`config.mk`:
```
export PLATFORM = sky130hd
export DESIGN_NAME = ioapic_window_and_irq_router_core_flat
export DESIGN_NICKNAME = d
export VERILOG_FILES = /design/src/design/ioapic_pkg.sv /design/src/design/ioapic_chan_if.sv /design/src/design/ioapic_window_and_irq_router_core.sv /design/src/design/ioapic_pair_cell.sv /design/src/flat_wrapper.sv
export VERILOG_INCLUDE_DIRS = /design/src /design/src/design
export SDC_FILE = /design/constraint.sdc
export NUM_CORES = 2
export LEC_CHECK = 0
export BUFFER_PORTS_ARGS = -buffer_cell sky130_fd_sc_hd__buf_2
export CAP_MARGIN = 20
export CORE_MARGIN = 1
export CORE_UTILIZATION = 55
export DETAILED_ROUTE_END_ITERATION = 7
export PLACE_DENSITY = 0.76
export SLEW_MARGIN = 20
export SYNTH_ARGS = -nofsm -noshare
export SYNTH_HDL_FRONTEND = slang
export SYNTH_SLANG_ARGS = --single-unit
```
`constraint.sdc`:
```
create_clock -name clk_i -period 4 [get_ports clk_i]
set_input_delay 0.4 -clock clk_i [delete_from_list [all_inputs] [get_ports clk_i]]
set_output_delay 0.4 -clock clk_i [all_outputs]
set_load 0.02 [all_outputs]
```
`src/design/ioapic_window_and_irq_router_core_macros.svh`:
```
// Assertion helpers used by the RTL core of the I/O APIC router.
`ifndef IOAPIC_WINDOW_AND_IRQ_ROUTER_CORE_MACROS_SVH
`define IOAPIC_WINDOW_AND_IRQ_ROUTER_CORE_MACROS_SVH

// Implication within the same cycle.
`define IOAPIC_ASSERT_IMP(label, clk, rst_n, ante, cons, msg) \
  label: assert property (@(posedge clk) disable iff (!rst_n) (ante) |-> (cons)) \
    else $error(msg);

// Implication checked in the next cycle.
`define IOAPIC_ASSERT_NXT(label, clk, rst_n, ante, cons, msg) \
  label: assert property (@(posedge clk) disable iff (!rst_n) (ante) |=> (cons)) \
    else $error(msg);

`endif

```
`src/design/ioapic_pkg.sv`:
```
`default_nettype none

package ioapic_pkg;

  localparam int TABLE_WORDS = 48;
  localparam int NUM_PAIRS   = TABLE_WORDS / 2;
  localparam int PAIR_W      = (NUM_PAIRS > 1) ? $clog2(NUM_PAIRS) : 1;
  localparam int WIDX_W      = $clog2(TABLE_WORDS);

  localparam logic [1:0] KIND_READ  = 2'd0;
  localparam logic [1:0] KIND_WRITE = 2'd1;
  localparam logic [1:0] KIND_IRQ   = 2'd2;

  localparam logic [7:0]  SELECT_OFFSET = 8'h00;
  localparam logic [7:0]  WINDOW_OFFSET = 8'h10;
  localparam logic [31:0] SEL_ID        = 32'd0;
  localparam logic [31:0] SEL_VERSION   = 32'd1;
  localparam logic [31:0] SEL_ARB       = 32'd2;
  localparam logic [31:0] SEL_TABLE     = 32'h10;
  localparam logic [31:0] ID_WORD       = 32'h0;
  localparam logic [31:0] VERSION_WORD  = 32'h0017_0011;
  localparam logic [31:0] ARB_WORD      = 32'h0;

  typedef enum logic [1:0] {
    ST_IDLE,
    ST_SCAN,
    ST_PUSH
  } state_e;

  typedef struct packed {
    logic shift;
    logic we_even;
    logic we_odd;
  } cell_ctl_t;

endpackage

`default_nettype wire

```
`src/design/ioapic_chan_if.sv`:
```
`default_nettype none

interface ioapic_req_if;
  logic       valid;
  logic       ready;
  logic [1:0] kind;
  logic [7:0] bus_offset;
  logic [31:0] write_data;
  logic [7:0] irq_number;

  modport source (output valid, kind, bus_offset, write_data, irq_number, input ready);
  modport sink   (input valid, kind, bus_offset, write_data, irq_number, output ready);
endinterface

interface ioapic_rsp_if;
  logic        valid;
  logic        ready;
  logic [31:0] read_data;
  logic        deliver;
  logic [7:0]  dest_id;
  logic [7:0]  vector_out;

  modport source (output valid, read_data, deliver, dest_id, vector_out, input ready);
  modport sink   (input valid, read_data, deliver, dest_id, vector_out, output ready);
endinterface

`default_nettype wire

```
`src/design/ioapic_window_and_irq_router_core.sv`:
```
// I/O APIC register window and interrupt router.
// The request channel carries register reads, register writes and interrupt
// requests; the response channel returns exactly one result per request.
// A register read or write offers its result in the cycle right after its
// transfer, and the next request can be taken at the same edge that takes
// that result, so register accesses can run at one per cycle if not stalled.
// The redirection table is a ring of pair cells that holds one even/odd word
// pair each. An interrupt request rotates the ring one pair per cycle past the
// head cell, whose even word is compared with the irq; once all NUM_PAIRS
// pairs (24 by default) have passed the head the ring is back in place and
// the FSM moves to the push state, which loads the result into the output
// register once it is free. No new request is taken between the transfer of
// an interrupt and the edge that takes its result.
// Reset clears the select and window registers and the whole table at once.
// A result waits in the output register while the receiver stalls; a new
// request is taken only when the output register is free or being emptied.
`default_nettype none

`include "ioapic_window_and_irq_router_core_macros.svh"

module ioapic_window_and_irq_router_core (
  input  wire logic clk_i,
  input  wire logic rst_ni,
  ioapic_req_if.sink   req_i,
  ioapic_rsp_if.source rsp_o
);
  import ioapic_pkg::*;

  state_e state_q, state_d;
  logic [PAIR_W-1:0] scan_cnt_d, scan_cnt_q;
  logic [31:0] select_d, select_q;
  logic [31:0] window_d, window_q;
  logic [7:0]  irq_d, irq_q;
  logic        found_d, found_q;
  logic [7:0]  dest_d, dest_q;

  logic        out_valid_d, out_valid_q;
  logic [31:0] out_rdata_d, out_rdata_q;
  logic        out_deliver_d, out_deliver_q;
  logic [7:0]  out_dest_d, out_dest_q;
  logic [7:0]  out_vector_d, out_vector_q;

  logic        slot_free;
  logic        accept;
  logic        scan_active;
  logic        push_load;
  logic        scan_last;
  logic        head_match;
  logic        tbl_write;
  logic [31:0] tbl_off;
  logic [WIDX_W-1:0] wr_idx;
  logic [WIDX_W-1:0] wr_pair;

  logic [31:0] even_w [NUM_PAIRS];
  logic [31:0] odd_w  [NUM_PAIRS];
  cell_ctl_t   ctl_w  [NUM_PAIRS];

  assign slot_free   = !out_valid_q || rsp_o.ready;
  assign req_i.ready = (state_q == ST_IDLE) && slot_free;
  assign accept      = req_i.valid && req_i.ready;
  assign scan_last   = (scan_cnt_q == PAIR_W'(NUM_PAIRS - 1));
  assign head_match  = (even_w[0] == {24'd0, irq_q});

  assign tbl_off   = select_q - SEL_TABLE;
  assign tbl_write = accept && (req_i.kind == KIND_WRITE) &&
                     (req_i.bus_offset == WINDOW_OFFSET) &&
                     (select_q >= SEL_TABLE) && (tbl_off < 32'(TABLE_WORDS));
  assign wr_idx    = tbl_off[WIDX_W-1:0];
  assign wr_pair   = wr_idx >> 1;

  always_comb begin
    state_d = state_q;
    case (state_q)
      ST_IDLE: begin
        if (accept && (req_i.kind == KIND_IRQ)) begin
          state_d = ST_SCAN;
        end
      end
      ST_SCAN: begin
        if (scan_last) begin
          state_d = ST_PUSH;
        end
      end
      ST_PUSH: begin
        if (slot_free) begin
          state_d = ST_IDLE;
        end
      end
      default: state_d = ST_IDLE;
    endcase
  end

  always_comb begin
    scan_active = 1'b0;
    push_load   = 1'b0;
    case (state_q)
      ST_SCAN: scan_active = 1'b1;
      ST_PUSH: push_load   = slot_free;
      default: begin
        scan_active = 1'b0;
        push_load   = 1'b0;
      end
    endcase
  end

  genvar k;
  generate
    for (k = 0; k < NUM_PAIRS; k++) begin : g_cell
      assign ctl_w[k].shift   = scan_active;
      assign ctl_w[k].we_even = tbl_write && (wr_pair == WIDX_W'(k)) && !wr_idx[0];
      assign ctl_w[k].we_odd  = tbl_write && (wr_pair == WIDX_W'(k)) && wr_idx[0];

      ioapic_pair_cell u_cell (
        .clk_i      (clk_i),
        .rst_ni     (rst_ni),
        .ctl_i      (ctl_w[k]),
        .nbr_even_i (even_w[(k + 1) % NUM_PAIRS]),
        .nbr_odd_i  (odd_w[(k + 1) % NUM_PAIRS]),
        .wdata_i    (req_i.write_data),
        .even_o     (even_w[k]),
        .odd_o      (odd_w[k])
      );
    end
  endgenerate

  always_comb begin
    select_d   = select_q;
    window_d   = window_q;
    irq_d      = irq_q;
    scan_cnt_d = scan_cnt_q;
    found_d    = found_q;
    dest_d     = dest_q;

    if (accept && (req_i.kind == KIND_WRITE) && (req_i.bus_offset == SELECT_OFFSET)) begin
      select_d = req_i.write_data;
      if (req_i.write_data == SEL_ID) begin
        window_d = ID_WORD;
      end else if (req_i.write_data == SEL_VERSION) begin
        window_d = VERSION_WORD;
      end else if (req_i.write_data == SEL_ARB) begin
        window_d = ARB_WORD;
      end
    end

    if (accept && (req_i.kind == KIND_IRQ)) begin
      irq_d      = req_i.irq_number;
      scan_cnt_d = '0;
      found_d    = 1'b0;
      dest_d     = '0;
    end else if (scan_active) begin
      scan_cnt_d = scan_cnt_q + PAIR_W'(1);
      if (!found_q && head_match) begin
        found_d = 1'b1;
        dest_d  = odd_w[0][7:0];
      end
    end
  end

  always_comb begin
    out_valid_d   = out_valid_q;
    out_rdata_d   = out_rdata_q;
    out_deliver_d = out_deliver_q;
    out_dest_d    = out_dest_q;
    out_vector_d  = out_vector_q;
    if (rsp_o.ready) begin
      out_valid_d = 1'b0;
    end
    if (accept && (req_i.kind != KIND_IRQ)) begin
      out_valid_d   = 1'b1;
      out_rdata_d   = ((req_i.kind == KIND_READ) && (req_i.bus_offset == WINDOW_OFFSET)) ?
                      window_q : 32'd0;
      out_deliver_d = 1'b0;
      out_dest_d    = '0;
      out_vector_d  = '0;
    end else if (push_load) begin
      out_valid_d   = 1'b1;
      out_rdata_d   = '0;
      out_deliver_d = 1'b1;
      out_dest_d    = dest_q;
      out_vector_d  = irq_q;
    end
  end

  always_ff @(posedge clk_i or negedge rst_ni) begin
    if (!rst_ni) begin
      state_q     <= ST_IDLE;
      scan_cnt_q  <= '0;
      select_q    <= '0;
      window_q    <= '0;
      found_q     <= 1'b0;
      out_valid_q <= 1'b0;
    end else begin
      state_q     <= state_d;
      scan_cnt_q  <= scan_cnt_d;
      select_q    <= select_d;
      window_q    <= window_d;
      found_q     <= found_d;
      out_valid_q <= out_valid_d;
    end
  end

  always_ff @(posedge clk_i) begin
    irq_q         <= irq_d;
    dest_q        <= dest_d;
    out_rdata_q   <= out_rdata_d;
    out_deliver_q <= out_deliver_d;
    out_dest_q    <= out_dest_d;
    out_vector_q  <= out_vector_d;
  end

  assign rsp_o.valid      = out_valid_q;
  assign rsp_o.read_data  = out_rdata_q;
  assign rsp_o.deliver    = out_deliver_q;
  assign rsp_o.dest_id    = out_dest_q;
  assign rsp_o.vector_out = out_vector_q;

  `IOAPIC_ASSERT_NXT(a_irq_starts_scan, clk_i, rst_ni,
    accept && (req_i.kind == KIND_IRQ), (state_q == ST_SCAN) && (scan_cnt_q == '0),
    "An accepted interrupt request did not start a table scan.")

  `IOAPIC_ASSERT_NXT(a_scan_ends_in_push, clk_i, rst_ni,
    (state_q == ST_SCAN) && scan_last, state_q == ST_PUSH,
    "The table scan did not end after one full rotation.")

  `IOAPIC_ASSERT_NXT(a_push_delivers, clk_i, rst_ni,
    push_load, (state_q == ST_IDLE) && out_valid_q && out_deliver_q,
    "The interrupt result was not placed in the output register.")

  `IOAPIC_ASSERT_IMP(a_found_only_in_scan, clk_i, rst_ni,
    $rose(found_q), $past(state_q) == ST_SCAN,
    "A table match was recorded outside a scan.")

endmodule

`default_nettype wire

```
`src/design/ioapic_pair_cell.sv`:
```
`default_nettype none

module ioapic_pair_cell (
  input  wire logic                  clk_i,
  input  wire logic                  rst_ni,
  input  wire ioapic_pkg::cell_ctl_t ctl_i,
  input  wire logic [31:0]           nbr_even_i,
  input  wire logic [31:0]           nbr_odd_i,
  input  wire logic [31:0]           wdata_i,
  output logic [31:0]                even_o,
  output logic [31:0]                odd_o
);
  import ioapic_pkg::*;

  logic [31:0] even_d, even_q;
  logic [31:0] odd_d, odd_q;

  always_comb begin
    even_d = even_q;
    odd_d  = odd_q;
    if (ctl_i.shift) begin
      even_d = nbr_even_i;
      odd_d  = nbr_odd_i;
    end else begin
      if (ctl_i.we_even) begin
        even_d = wdata_i;
      end
      if (ctl_i.we_odd) begin
        odd_d = wdata_i;
      end
    end
  end

  always_ff @(posedge clk_i or negedge rst_ni) begin
    if (!rst_ni) begin
      even_q <= '0;
      odd_q  <= '0;
    end else begin
      even_q <= even_d;
      odd_q  <= odd_d;
    end
  end

  assign even_o = even_q;
  assign odd_o  = odd_q;

endmodule

`default_nettype wire

```
`src/flat_wrapper.sv`:
```
// flat-port wrapper written by rule: the top's interface ports become plain ports
module ioapic_window_and_irq_router_core_flat import ioapic_pkg::*;
  (clk_i, rst_ni, req_i_valid, req_i_kind, req_i_bus_offset, req_i_write_data, req_i_irq_number, req_i_ready, rsp_o_valid, rsp_o_read_data, rsp_o_deliver, rsp_o_dest_id, rsp_o_vector_out, rsp_o_ready);
  ioapic_req_if req_i_i ();
  ioapic_rsp_if rsp_o_i ();
  input  wire logic clk_i;
  input  wire logic rst_ni;
  input wire logic [$bits(req_i_i.valid)-1:0] req_i_valid;
  input wire logic [$bits(req_i_i.kind)-1:0] req_i_kind;
  input wire logic [$bits(req_i_i.bus_offset)-1:0] req_i_bus_offset;
  input wire logic [$bits(req_i_i.write_data)-1:0] req_i_write_data;
  input wire logic [$bits(req_i_i.irq_number)-1:0] req_i_irq_number;
  output wire logic [$bits(req_i_i.ready)-1:0] req_i_ready;
  output wire logic [$bits(rsp_o_i.valid)-1:0] rsp_o_valid;
  output wire logic [$bits(rsp_o_i.read_data)-1:0] rsp_o_read_data;
  output wire logic [$bits(rsp_o_i.deliver)-1:0] rsp_o_deliver;
  output wire logic [$bits(rsp_o_i.dest_id)-1:0] rsp_o_dest_id;
  output wire logic [$bits(rsp_o_i.vector_out)-1:0] rsp_o_vector_out;
  input wire logic [$bits(rsp_o_i.ready)-1:0] rsp_o_ready;
  assign req_i_i.valid = req_i_valid;
  assign req_i_i.kind = req_i_kind;
  assign req_i_i.bus_offset = req_i_bus_offset;
  assign req_i_i.write_data = req_i_write_data;
  assign req_i_i.irq_number = req_i_irq_number;
  assign req_i_ready = req_i_i.ready;
  assign rsp_o_valid = rsp_o_i.valid;
  assign rsp_o_read_data = rsp_o_i.read_data;
  assign rsp_o_deliver = rsp_o_i.deliver;
  assign rsp_o_dest_id = rsp_o_i.dest_id;
  assign rsp_o_vector_out = rsp_o_i.vector_out;
  assign rsp_o_i.ready = rsp_o_ready;
  ioapic_window_and_irq_router_core u_core (.clk_i(clk_i), .rst_ni(rst_ni), .req_i(req_i_i), .rsp_o(rsp_o_i));
endmodule
```
==> flow_metrics.env <==
export IMPL_path_buf_inv=3
export IMPL_final_layout_size_suffix_gt1_share_pct=8.97
export IMPL_worstPathMaxFanout=64
export IMPL_synth_main_ff_cell="dfrtp_1"
export IMPL_yosys_area_top_type_share_pct=50.5
export IMPL_finalClockSkew_ns=0.0277
export IMPL_dieHeight_microns=303
export IMPL_start_kind="flip-flop"
export IMPL_drc=0
export IMPL_clk_pin_slew_worst_paths_ns=0.06
export IMPL_dpl_cell_area_sq_mm=0.0512
export IMPL_drt_iter0_drc=6834
export IMPL_rsz0062_at_grt="false"
export IMPL_numClockSinks=1036
export IMPL_routed_wl_microns=150000
export IMPL_num_vias=45300
export IMPL_viasPerCell=6.70
export IMPL_ys_seq_area_share_pct=52.0
export IMPL_wl_per_cell_microns=22.2
export IMPL_rr_startpoint="u_core.select_q[10]$_DFFE_PN0P_"
export IMPL_r2r_slack_ns=0.13
export IMPL_n_antenna_cell=0
export IMPL_syn_to_final_growth_pct=10.4
export IMPL_netlist_instances=5729
export IMPL_synth_edf_count=9
export IMPL_grt_ovfl_total=0
export IMPL_synth_seq_cells=1036
export IMPL_r2r_cells=10
export IMPL_max_freq_ghz=0.259
export IMPL_syn_area_sq_mm=0.0497
export IMPL_die_x_microns=303
export IMPL_fin_ws_ns=0.132
export IMPL_path_delay_family="simple AND/OR/NAND/NOR gates"
export IMPL_holdCritPathClass="in2reg"
export IMPL_power_share_clock_pct=25.0
export IMPL_p_total_mw=40.4
export IMPL_whs_path_depth=2
export IMPL_internal_power_mw=25.4
export IMPL_layout_min_cycle_time_ns=3.87
export IMPL_grt_start_max_net_pins=140
export IMPL_synth_area_per_cell_sq_um=8.67
export IMPL_grt_antenna_before_repair=2
export IMPL_endpoint_kind="flip-flop"
export IMPL_cts_tree="built"
export IMPL_power_density_mw_per_mm2=736
export IMPL_hold_path_endpoint="u_core.select_q[25]$_DFFE_PN0P_"
export IMPL_crit_path_frequent_cell="buf_4"
export IMPL_fin_area_sq_mm=0.0549
export IMPL_drtPass1Iterations=7
export IMPL_p_sw_mw=14.9
export IMPL_start_util_pct=55.9
export IMPL_slowest_stage="or4_1"
export IMPL_hold_viol=0
export IMPL_hp_start="req_i_write_data[25]"
export IMPL_p_comb_share_pct=31.2
export IMPL_relSlewSlack_pct=31.6
export IMPL_power_leakage_nw=23.0
export IMPL_hpwl_microns=89100
export IMPL_p_seq_share_pct=43.8
export IMPL_cts_buffers=105
export IMPL_layout_worst_path_cycle_share_pct=96.7
export IMPL_drv_cap=0
export IMPL_grt_pass1_wl_microns=239000
export IMPL_synth_top_area_cell="dfrtp_1"
export IMPL_place_gp_congestion=0.866
export IMPL_synth_cell_type_count=54
export IMPL_cts_root_buffer="clkbuf_16"
export IMPL_maxSlewViolCount=0
export IMPL_grt_pass1_vias=42400
export IMPL_finalSetupTns_ns=0
export IMPL_synth_area_leaders="dfrtp_1 50%, nand4_1 8.6%, nand2_1 8.1%"
export IMPL_setup_violations_final=0
export IMPL_io_pins=105
export IMPL_timing_rr_end="u_core.g_cell[19].u_cell.even_o[14]$_DFFE_PN0P_"
export IMPL_io_buffers=78
export IMPL_ctsLongestPathBuffers=3
export IMPL_cts_setup_buffers=0
export IMPL_cp_cell_sequence="or4_1 > or3_1 > or4b_1 > a311oi_4 > buf_4 > buf_12 > nand4_4 > buf_4 > nand3_1 > o211ai_1"
export IMPL_whs_ns=0.0453
export IMPL_ys_warnings_count=0
export IMPL_slowest_delay_ns=0.64
export IMPL_core_sq_mm=0.0889
export IMPL_fp_dieArea_sq_mm=0.0916
export IMPL_cp_data_arrival_time_ns=4.39
export IMPL_critPathRequiredTime_ns=4.53
export IMPL_ir_worst_vdd_mv=0.374
export IMPL_crit_type="reg2reg"
export IMPL_place_ws_ns=0.201
export IMPL_synth_async_reset_ratio_pct=96.7
export IMPL_track_usage_pct=32.5
export IMPL_fin_nets=5567
export IMPL_outcome="complete, no violations"
export IMPL_num_rows=109
export IMPL_clk_latency_ns=0.69
export IMPL_detail_route_antenna_nets=0
export IMPL_sw_frac_of_total_pct=37.0
export IMPL_htreeDepth=3
export IMPL_tightest_slew_ns=1.03
==> power groups by stage <==
stage | clock network, mW | logic [mW] | registers (mW)
floorplan | 0 | 9.52 | 16.8
global placement | 0 | 11.8 | 17.5
detailed placement | 0 | 12.4 | 17.6
CTS | 10.2 | 12.5 | 17.5
global route | 10.6 | 14.2 | 18.1
finish | 10.1 | 12.6 | 17.7
==> kinds of logic after synthesis <==
logic type                 after synthesis  share of synthesized area [%]
and+or+nand+nor                       3009                           27.9
DFF                                   1036                           52.0
AOI/OAI and AO/OA                      997                           13.4
buffers and inverters                  632                           5.56
muxes                                   39                          0.861
xor gates and xnor gates                13                          0.229
adders and majority gates                2                         0.0503
other                                    1                        0.00755
==> synth_stat cells, types with 6 or more instances <==
cell and instances:
mux2i_1 9, nor2_1 824, a31oi_1 640, nor4_1 19, nand2_1 1070, a21oi_1 21, buf_1 35, buf_4 51
clkbuf_1 408, or4_1 7, mux2_2 30, o211ai_1 319, nor2b_1 8, dfxtp_1 25, nor3_1 23, nand2b_1 7
or3_1 9, nand4_1 682, edfxtp_1 9, nand3_1 322, dfrtp_1 1002, buf_2 128, xor2_1 8, nand4_2 6
nand4_4 10
==> how the worst max path moves through the flow <==
| stage | from | cells past startpoint | end |
|---|---|---|---|
| 2_1_floorplan | u_core.select_q[10]$_DFFE_PN0P_ | 11 | u_core.g_cell[23].u_cell.odd_o[6]$_DFFE_PN0P_ |
| 3_3_place_gp | u_core.select_q[10]$_DFFE_PN0P_ | 10 | u_core.g_cell[19].u_cell.even_o[29]$_DFFE_PN0P_ |
| 3_5_place_dp | u_core.select_q[10]$_DFFE_PN0P_ | 10 | u_core.g_cell[19].u_cell.even_o[14]$_DFFE_PN0P_ |
| 4_1_cts | u_core.select_q[10]$_DFFE_PN0P_ | 8 | u_core.g_cell[21].u_cell.odd_o[7]$_DFFE_PN0P_ |
| 5_1_grt | u_core.select_q[10]$_DFFE_PN0P_ | 8 | u_core.g_cell[20].u_cell.odd_o[4]$_DFFE_PN0P_ |
| 6_report | u_core.select_q[10]$_DFFE_PN0P_ | 10 | u_core.g_cell[19].u_cell.even_o[14]$_DFFE_PN0P_ |
==> layout by cell type, fill, tap and decap left out, types with 27 or more instances in the layout <==
cell	count
buf_4	126
buf_2	77
a31oi_1	640
nand2_1	1070
nor2_1	821
nand4_1	682
clkbuf_16	107
nand3_1	322
mux2_2	30
clkbuf_8	27
dfrtp_1	1002
buf_12	63
o211ai_1	319
==> metal layers <==
metal | up-vias | global-route usage (%) | wire length (microns)
met4 | 4 | 10.7 | 4360
met5 | - | 0 | 27
met3 | 312 | 7.38 | 16800
li1 | 20200 | - | -
met1 | 22200 | 48.5 | 63800
met2 | 2535 | 46.7 | 64900
==> per-stage QoR <==
stage / std cells / utilization, %
4_1_cts: 6760 / 61.7
5_1_grt: 6761 / 61.7
2_1_floorplan: 5754 / -
3_5_place_dp: 6558 / 57.6
3_3_place_gp: 6558 / 57.6
6_report: 6761 / 61.7
==> registers in the layout, indices dropped and copies added (netlist names) <==
register and count:
u_core.rsp_o.vector_out 8, u_core.irq_q 8, u_core.rsp_o.dest_id 8, u_core.rsp_o.deliver 1
u_core.dest_q 8, u_core.rsp_o.read_data 1, u_core.rsp_o.valid 1, u_core.g_cell.u_cell.even_o 768
u_core.state_q 2, u_core.scan_cnt_q 5, u_core.g_cell.u_cell.odd_o 192, u_core.select_q 32
u_core.found_q 1, u_core.window_q 1
==> worst register-to-register path, delay by kind of cell (launching register included) <==
| family | cells | cell delay, ns |
|---|---|---|
| compound gates | 2 | 0.34 |
| buf+inv | 3 | 0.95 |
| flops | 1 | 0.42 |
| simple gates | 5 | 2.01 |
==> final cells by class <==
type | count | area, sq um
multi-input cells | 4086 | 21300
fillers | 7328 | 34100
inverters | 4 | 15.0
clock inverters | 33 | 364
flip-flops and latches | 1036 | 25800
repair buffers | 278 | 2720
clock buffers | 159 | 3140
well taps | 1165 | 1460
==> timing repair <==
item                                    in CTS  in global routing
hold buffers                                10                  0
endpoints found under the setup margin       0                  2
endpoints found under the hold margin       85                  0
resized for setup                            0                  1
Note: power is estimated with default switching activity, not from simulation.
